$ cat src/sv/ridwt_pkg.sv
// ----------------------------------------------------------------------------
// Reply ID window tracker package
// Shared widths, cell control and cell status types for the window cell row.
// ----------------------------------------------------------------------------
package ridwt_pkg;

    localparam int ID_W          = 32;
    localparam int COUNT_OUT_W   = 5;
    localparam int WINDOW_DEPTH_DEF = 16;

    // Operation applied by every cell of the row in the same cycle
    typedef enum logic [1:0] {
        CELL_HOLD,
        CELL_CMP,
        CELL_INS,
        CELL_SHL
    } t_cell_op;

    // Broadcast control to all cells
    typedef struct packed {
        t_cell_op          op;
        logic [ID_W-1:0]   id;
    } t_cell_ctrl;

    // Status one cell shows to its neighbors and to the control
    typedef struct packed {
        logic [ID_W-1:0]   value;
        logic              valid;
        logic              gt;
        logic              eq;
    } t_cell_out;

    // Stand-in neighbor to the left of the front cell: valid, never greater
    localparam t_cell_out CELL_HEAD = '{value: '0, valid: 1'b1, gt: 1'b0, eq: 1'b0};
    // Stand-in neighbor to the right of the last cell: empty
    localparam t_cell_out CELL_NONE = '{value: '0, valid: 1'b0, gt: 1'b0, eq: 1'b0};

endpackage

$ cat src/sv/ridwt_cell.sv
// ----------------------------------------------------------------------------
// Reply ID window cell
// Holds one window entry; compares it against the broadcast ID, shifts right
// to open a slot for an ordered insert, or shifts left to drop the front.
// ----------------------------------------------------------------------------
module ridwt_cell
    import ridwt_pkg::*;
(
    input  logic        i_clk,
    input  logic        i_rst_n,
    input  t_cell_ctrl  i_ctrl,
    input  t_cell_out   i_left,
    input  t_cell_out   i_right,
    output t_cell_out   o_cell
);

    logic [ID_W-1:0] r_value;
    logic            r_valid;
    logic            r_eq;
    logic            w_gt;

    // Local compare against the broadcast ID
    assign w_gt = r_valid && (r_value > i_ctrl.id);

    // Valid bit: control state, cleared on reset
    always_ff @(posedge i_clk) begin
        if (!i_rst_n) begin
            r_valid <= 1'b0;
        end else begin
            case (i_ctrl.op)
                CELL_INS: begin
                    if (i_left.gt) begin
                        r_valid <= 1'b1;
                    end else if (i_left.valid && (w_gt || !r_valid)) begin
                        r_valid <= 1'b1;
                    end
                end
                CELL_SHL: r_valid <= i_right.valid;
                default:  r_valid <= r_valid;
            endcase
        end
    end

    // Entry value and match flag
    always_ff @(posedge i_clk) begin
        case (i_ctrl.op)
            CELL_CMP: r_eq <= r_valid && (r_value == i_ctrl.id);
            CELL_INS: begin
                if (i_left.gt) begin
                    r_value <= i_left.value;
                end else if (i_left.valid && (w_gt || !r_valid)) begin
                    r_value <= i_ctrl.id;
                end
            end
            CELL_SHL: r_value <= i_right.value;
            default:  r_value <= r_value;
        endcase
    end

    assign o_cell = '{value: r_value, valid: r_valid, gt: w_gt, eq: r_eq};

endmodule

$ cat src/sv/reply_id_window_tracker.sv
// Sequence per transaction: accept, compare, insert, one shift per front
//   entry collapsed (0 to WINDOW_DEPTH-1), result; one transaction at a time.
// The next input is taken once the result is registered; the result step
//   waits while an earlier result waits for i_ready.
// Reset: synchronous, clears entry count, cell valid bits and handshakes;
//   no clearing pass, the block is ready the cycle after reset.
// ----------------------------------------------------------------------------
// Reply ID window tracker
// Sorted window of received reply IDs held in a row of cells; reports the
// highest gap-free ID, entry count and ignore/overflow flags per transaction.
// ----------------------------------------------------------------------------
module reply_id_window_tracker
    import ridwt_pkg::*;
#(
    parameter int WINDOW_DEPTH = WINDOW_DEPTH_DEF
) (
    input  logic                   i_clk,
    input  logic                   i_rst_n,
    input  logic                   i_valid,
    output logic                   o_ready,
    input  logic [ID_W-1:0]        i_reply_id,
    output logic                   o_valid,
    input  logic                   i_ready,
    output logic [ID_W-1:0]        o_cumulative_id,
    output logic [COUNT_OUT_W-1:0] o_held_count,
    output logic                   o_was_ignored,
    output logic                   o_overflowed
);

    localparam int CW = $clog2(WINDOW_DEPTH + 1);

    typedef enum logic [1:0] {
        S_IDLE,
        S_CMP,
        S_INS,
        S_COL
    } t_state;

    t_state                r_state;
    logic [ID_W-1:0]       r_id;
    logic [CW-1:0]         r_count;
    logic                  r_ignored;
    logic                  r_over;
    logic                  r_out_valid;
    logic [ID_W-1:0]       r_out_cum;
    logic [COUNT_OUT_W-1:0] r_out_count;
    logic                  r_out_ign;
    logic                  r_out_ovf;

    t_cell_ctrl            w_ctrl;
    t_cell_out             w_cell [WINDOW_DEPTH];
    logic [WINDOW_DEPTH-1:0] w_eq;
    logic                  w_held;
    logic                  w_ignore;
    logic                  w_over;
    logic                  w_ins;
    logic                  w_col;
    logic                  w_done;

    // Cell row
    for (genvar g = 0; g < WINDOW_DEPTH; g++) begin : g_cell
        t_cell_out w_left;
        t_cell_out w_right;
        if (g == 0) begin : g_head
            assign w_left = CELL_HEAD;
        end else begin : g_mid_l
            assign w_left = w_cell[g-1];
        end
        if (g == WINDOW_DEPTH - 1) begin : g_tail
            assign w_right = CELL_NONE;
        end else begin : g_mid_r
            assign w_right = w_cell[g+1];
        end
        assign w_eq[g] = w_cell[g].eq;

        ridwt_cell u_cell (
            .i_clk   (i_clk),
            .i_rst_n (i_rst_n),
            .i_ctrl  (w_ctrl),
            .i_left  (w_left),
            .i_right (w_right),
            .o_cell  (w_cell[g])
        );
    end

    // Insert decision from registered match flags and the front entry
    assign w_held   = |w_eq;
    assign w_ignore = w_cell[0].valid && ((r_id <= w_cell[0].value) || w_held);
    assign w_over   = !w_ignore && w_cell[WINDOW_DEPTH-1].valid;
    assign w_ins    = !w_ignore && !w_over;

    // Front run collapse: second entry directly follows the first
    assign w_col  = w_cell[1].valid && (w_cell[1].value == w_cell[0].value + ID_W'(1));
    assign w_done = (r_state == S_COL) && !w_col && (!r_out_valid || i_ready);

    // Broadcast operation to the row
    always_comb begin
        w_ctrl.id = r_id;
        case (r_state)
            S_CMP:   w_ctrl.op = CELL_CMP;
            S_INS:   w_ctrl.op = w_ins ? CELL_INS : CELL_HOLD;
            S_COL:   w_ctrl.op = w_col ? CELL_SHL : CELL_HOLD;
            default: w_ctrl.op = CELL_HOLD;
        endcase
    end

    // Sequencer, entry count and result register
    always_ff @(posedge i_clk) begin
        if (!i_rst_n) begin
            r_state     <= S_IDLE;
            r_count     <= '0;
            r_out_valid <= 1'b0;
        end else begin
            // New result wins over the release of the old one
            if (w_done) begin
                r_out_valid <= 1'b1;
            end else if (r_out_valid && i_ready) begin
                r_out_valid <= 1'b0;
            end
            case (r_state)
                S_IDLE: begin
                    if (i_valid) begin
                        r_id    <= i_reply_id;
                        r_state <= S_CMP;
                    end
                end
                S_CMP: r_state <= S_INS;
                S_INS: begin
                    r_ignored <= w_ignore;
                    r_over    <= w_over;
                    if (w_ins) begin
                        r_count <= r_count + CW'(1);
                    end
                    r_state <= S_COL;
                end
                S_COL: begin
                    if (w_col) begin
                        r_count <= r_count - CW'(1);
                    end else if (w_done) begin
                        r_out_cum   <= w_cell[0].valid ? w_cell[0].value : '0;
                        r_out_count <= COUNT_OUT_W'(r_count);
                        r_out_ign   <= r_ignored;
                        r_out_ovf   <= r_over;
                        r_state     <= S_IDLE;
                    end
                end
                default: r_state <= S_IDLE;
            endcase
        end
    end

    assign o_ready         = (r_state == S_IDLE);
    assign o_valid         = r_out_valid;
    assign o_cumulative_id = r_out_cum;
    assign o_held_count    = r_out_count;
    assign o_was_ignored   = r_out_ign;
    assign o_overflowed    = r_out_ovf;

`ifndef NO_ASSERTIONS
    // Entry count agrees with the front cell's valid bit
    a_count_front: assert property (@(posedge i_clk) disable iff (!i_rst_n)
        (r_count != '0) == w_cell[0].valid)
        else $error("entry count disagrees with front cell");

    // Window stays strictly ascending at the front
    a_sorted: assert property (@(posedge i_clk) disable iff (!i_rst_n)
        w_cell[1].valid |-> (w_cell[1].value > w_cell[0].value))
        else $error("window front out of order");

    // A result is never both ignored and overflowed
    a_flags: assert property (@(posedge i_clk) disable iff (!i_rst_n)
        o_valid |-> !(o_was_ignored && o_overflowed))
        else $error("ignored and overflow both set");

    // An accepted transaction blocks further input until done
    a_one_item: assert property (@(posedge i_clk) disable iff (!i_rst_n)
        (i_valid && o_ready) |=> !o_ready)
        else $error("second transaction accepted while busy");

    // Count only moves during insert or collapse
    a_count_move: assert property (@(posedge i_clk) disable iff (!i_rst_n)
        (r_state == S_IDLE || r_state == S_CMP) |=> $stable(r_count))
        else $error("entry count changed outside insert or collapse");
`endif

endmodule

$ cat config.mk
export PLATFORM = sky130hd
export DESIGN_NAME = reply_id_window_tracker
export DESIGN_NICKNAME = d
export VERILOG_FILES = /design/src/sv/ridwt_pkg.sv /design/src/sv/ridwt_cell.sv /design/src/sv/reply_id_window_tracker.sv
export SDC_FILE = /design/constraint.sdc
export NUM_CORES = 2
export LEC_CHECK = 0
export BUFFER_PORTS_ARGS = -buffer_cell sky130_fd_sc_hd__clkbuf_2
export CAP_MARGIN = 20
export CORE_ASPECT_RATIO = 1.5
export CORE_UTILIZATION = 45
export DETAILED_ROUTE_END_ITERATION = 10
export PLACE_DENSITY_LB_ADDON = 0.05
export SLEW_MARGIN = 20
export SYNTH_ARGS = -nofsm -noshare
export SYNTH_HDL_FRONTEND = slang
export SYNTH_SLANG_ARGS = --single-unit
$ cat constraint.sdc
create_clock -name i_clk -period 6.95 [get_ports i_clk]
set_clock_uncertainty 0.15 [all_clocks]
set_input_delay 1.39 -clock i_clk [delete_from_list [all_inputs] [get_ports i_clk]]
set_output_delay 1.39 -clock i_clk [all_outputs]
set_load 0.01 [all_outputs]
==> results.md <==
* Data arrival, critical path at 5.87 ns
* Crit. Startpoint: g_cell[0].u_cell.r_value[10]$_DFFE_PP_
* Crit path launch type: flip-flop
* DR vias at 30970
* Leak at 19.46 nW
* Vias/cell at 5.833
* Die Area at 99830 µm²
* P&R area growth vs syn at 10.01%
* Syn_nets at 4468
* IO buf count at 76
* Net count, final at 4532
* Commonest non-fill, non-tap cell in the layout: edfxtp_1
* VDD IR max at 0.2031 mV
* Asr flop ratio synth at 0
* Top_reg_cell synth: edfxtp_1
* Grt ovf at 0
* Post-cts sizing count at 0
* Clock slew at reported path FFs at 0.06 ns
* First-pass detailed-route iteration total at 5
* Routability cong. at 0.9438
* Iteration-0 DRC Markers at 1873
* CTS tree: yes
* First-pass GRT wire length at 199.0 mm
* Power density cells at 242.9 nW/µm²
* Status: finished, final reports clean
* Clock Latency Late Sink at 0.65 ns
* IO Count at 77
* WS Path Type: reg -> reg
* Gate Count Post-Synth at 3911
* Vias in the first global route at 32070
* Core Rows at 140
* Syn. warnings at 0
* Sequential-to-total area share from yosys stat at 0.4178
* Cell Count, Final, Fillers Out at 5309
* Measured slew at the worst slew-check pin at 1.135 ns
* Final Slew Violations at 0
* Period utilization at 0.8096
* Post-CTS Setup Repair Bufs at 0
* Root buf cell: clkbuf_16
* Register bit count reported by yosys at 625
* DP HPWL at 101.5 mm
* GRT Total Usage at 0.2621
* Die width at 258.3 µm
* Hold Crit Class: reg -> reg
* Initial antenna violation count at 0
* FF-to-FF Start: g_cell[0].u_cell.r_value[10]$_DFFE_PP_
* H-tree Lvls at 3
* Drt wl/cell at 24.74 µm
* CTS hold repair buffers at 0
* Fin crit period at 5.627 ns
* Bufs on Longest Clock Path at 3
* DP Cell Count at 5179
* Highest-count cells in the layout ignoring fill and taps: edfxtp_1 (601), ha_1 (520), a21oi_1 (428)
* Starting Density at 0.4553
* Final setup viols at 0
* Count of final hold-check violations at 0
* # diodes at 0
* Crit-path max FO at 72
* Netlist cell types at 81
* Hold Startpoint: r_over$_DFFE_PP_
* Die height at 386.5 µm
* Worst endpoint required time at 7.20 ns
* Post-synthesis cell area at 44350 µm²
* Final ANT Viol Nets at 0
* Max cap viols at 0
* Worst setup EP type: flip-flop
* Unrepaired setup endpoints after global routing: no
* DRC violations left at 0
* Num CTS Buffers at 72
* Relative slew slack at 0.2433
* Post-synth EDFFs at 601
* Core ar. at 97390 µm²
* Largest net degree at the start of global routing at 73
* Total routed wirelength at 131.3 mm
* Layout cells sized above 1 at 0.2032
* Clock sink count at 625
* Fmax at 177.7 MHz
* Setup TNS at 0 ns
* Mapped Avg Cell Area at 11.34 µm²
-- worst paths after layout --
kind,cells after the start,to,slack (ns)
setup / recovery,11,g_cell[0].u_cell.r_value[9]$_DFFE_PP_,1.32
hold / removal,0,o_overflowed$_DFFE_PP_,0.27
setup reg to reg,11,g_cell[0].u_cell.r_value[9]$_DFFE_PP_,1.32
hold reg to reg,0,o_overflowed$_DFFE_PP_,0.27
-- critical path, stage by stage, from the launching register on --
cell and delay (ns):
edfxtp_1 0.48, nand4_1 0.38, or4_1 0.75, nor3_2 0.49
mux2i_1 0.48, nor4_1 0.19, nand4_1 0.18, a2bb2oi_4 0.72
or2_4 0.59, buf_12 0.40, buf_4 0.35, o21ai_0 0.12
-- through the flow --
| stage | instance area [µm²] | util | power, mW | setup WS, ns | hold WS (ns) |
|---|---|---|---|---|---|
| 4_1_cts | 48780 | 0.5009 | 11.95 | 1.413 | 0.2682 |
| 2_1_floorplan | 44350 | - | 7.019 | 1.739 | 0.2503 |
| 3_3_place_gp | 46490 | 0.4773 | 8.051 | 1.453 | 0.2532 |
| 6_report | 48780 | 0.5009 | 11.85 | 1.323 | 0.2672 |
| 3_5_place_dp | 46510 | 0.4776 | 8.109 | 1.413 | 0.2561 |
| 5_1_grt | 48780 | 0.5009 | 12.41 | 1.160 | 0.2863 |
-- power by group --
part	total, mW	internal (mW)	switching, mW
registers	4.74	4.54	0.196
clock network	3.82	2.17	1.65
logic	3.29	1.32	1.97
total	11.8	8.03	3.82
-- layout make-up --
class                      count  area [µm²]
fill                        9000       48610
clock buffer                  95        1994
timing repair buffer         204        1536
inverter                     119       446.7
sequential                   625       18530
multi-input combinational   2953       24400
tap                         1278        1599
clock inverter                35       274.0
-- cells by family (layout without fill, tap and decap cells) --
family | after synthesis | in the layout | share of synthesized area
adders and majority gates | 521 | 521 | 0.1472
muxes | 616 | 616 | 0.1717
and+or+nand+nor | 841 | 841 | 0.09277
xor gates and xnor gates | 51 | 51 | 0.01007
DFF | 625 | 625 | 0.4178
AOI/OAI and AO/OA | 924 | 924 | 0.1229
buffers and inverters | 333 | 453 | 0.03755
-- flip-flops by register name (all words and copies together), names as in the netlist --
signal	cells
g_cell.u_cell.r_value	512
o_cumulative_id	32
r_id	32
g_cell.u_cell.r_eq	16
g_cell.u_cell.r_valid	16
o_held_count	5
r_count	5
r_state	2
o_overflowed	1
o_valid	1
o_was_ignored	1
r_ignored	1
r_over	1
-- cell usage after synthesis, types with 7 or more instances --
| cell type | number | area (µm²) |
|---|---|---|
| mux2_4 | 231 | 3468 |
| nor2b_1 | 19 | 118.9 |
| dfxtp_1 | 24 | 480.5 |
| nand2b_1 | 9 | 56.30 |
| buf_4 | 7 | 52.55 |
| buf_2 | 13 | 65.06 |
| o21a_1 | 10 | 75.07 |
| mux2_1 | 10 | 112.6 |
| inv_1 | 118 | 442.9 |
| nor2_1 | 162 | 608.1 |
| nor3_1 | 194 | 970.9 |
| nor4_1 | 32 | 200.2 |
| nand4_1 | 121 | 757.0 |
| xor2_1 | 20 | 175.2 |
| o21ai_0 | 211 | 1056 |
| and2_1 | 10 | 62.56 |
| o221a_2 | 14 | 157.7 |
| mux2i_1 | 150 | 1501 |
| nand3_1 | 24 | 120.1 |
| mux2_2 | 225 | 2534 |
| buf_6 | 42 | 473.0 |
| a21oi_1 | 442 | 2212 |
| a221oi_1 | 10 | 87.58 |
| dlygate4sd1_1 | 9 | 78.83 |
| nand2_1 | 216 | 810.8 |
| o31ai_1 | 18 | 135.1 |
| edfxtp_1 | 601 | 18050 |
| a21o_1 | 115 | 863.3 |
| clkbuf_1 | 133 | 499.2 |
| a2111oi_0 | 7 | 61.31 |
| and3_1 | 12 | 75.07 |
| and4_1 | 14 | 122.6 |
| buf_1 | 8 | 30.03 |
| a211oi_1 | 15 | 112.6 |
| xnor2_1 | 31 | 271.5 |
| o211ai_1 | 21 | 157.7 |
| ha_1 | 520 | 6506 |
-- metal layers --
| metal | vias up | GRT usage | share of wire |
|---|---|---|---|
| met3 | 206 | 0.02208 | 0.025 |
| li1 | 15190 | - | - |
| met4 | 0 | 0.1263 | 0.047 |
| met1 | 15020 | 0.3046 | 0.41 |
| met2 | 553 | 0.4793 | 0.52 |
| met5 | - | 0 | 0 |
Note: power is estimated with default switching activity, not from simulation.
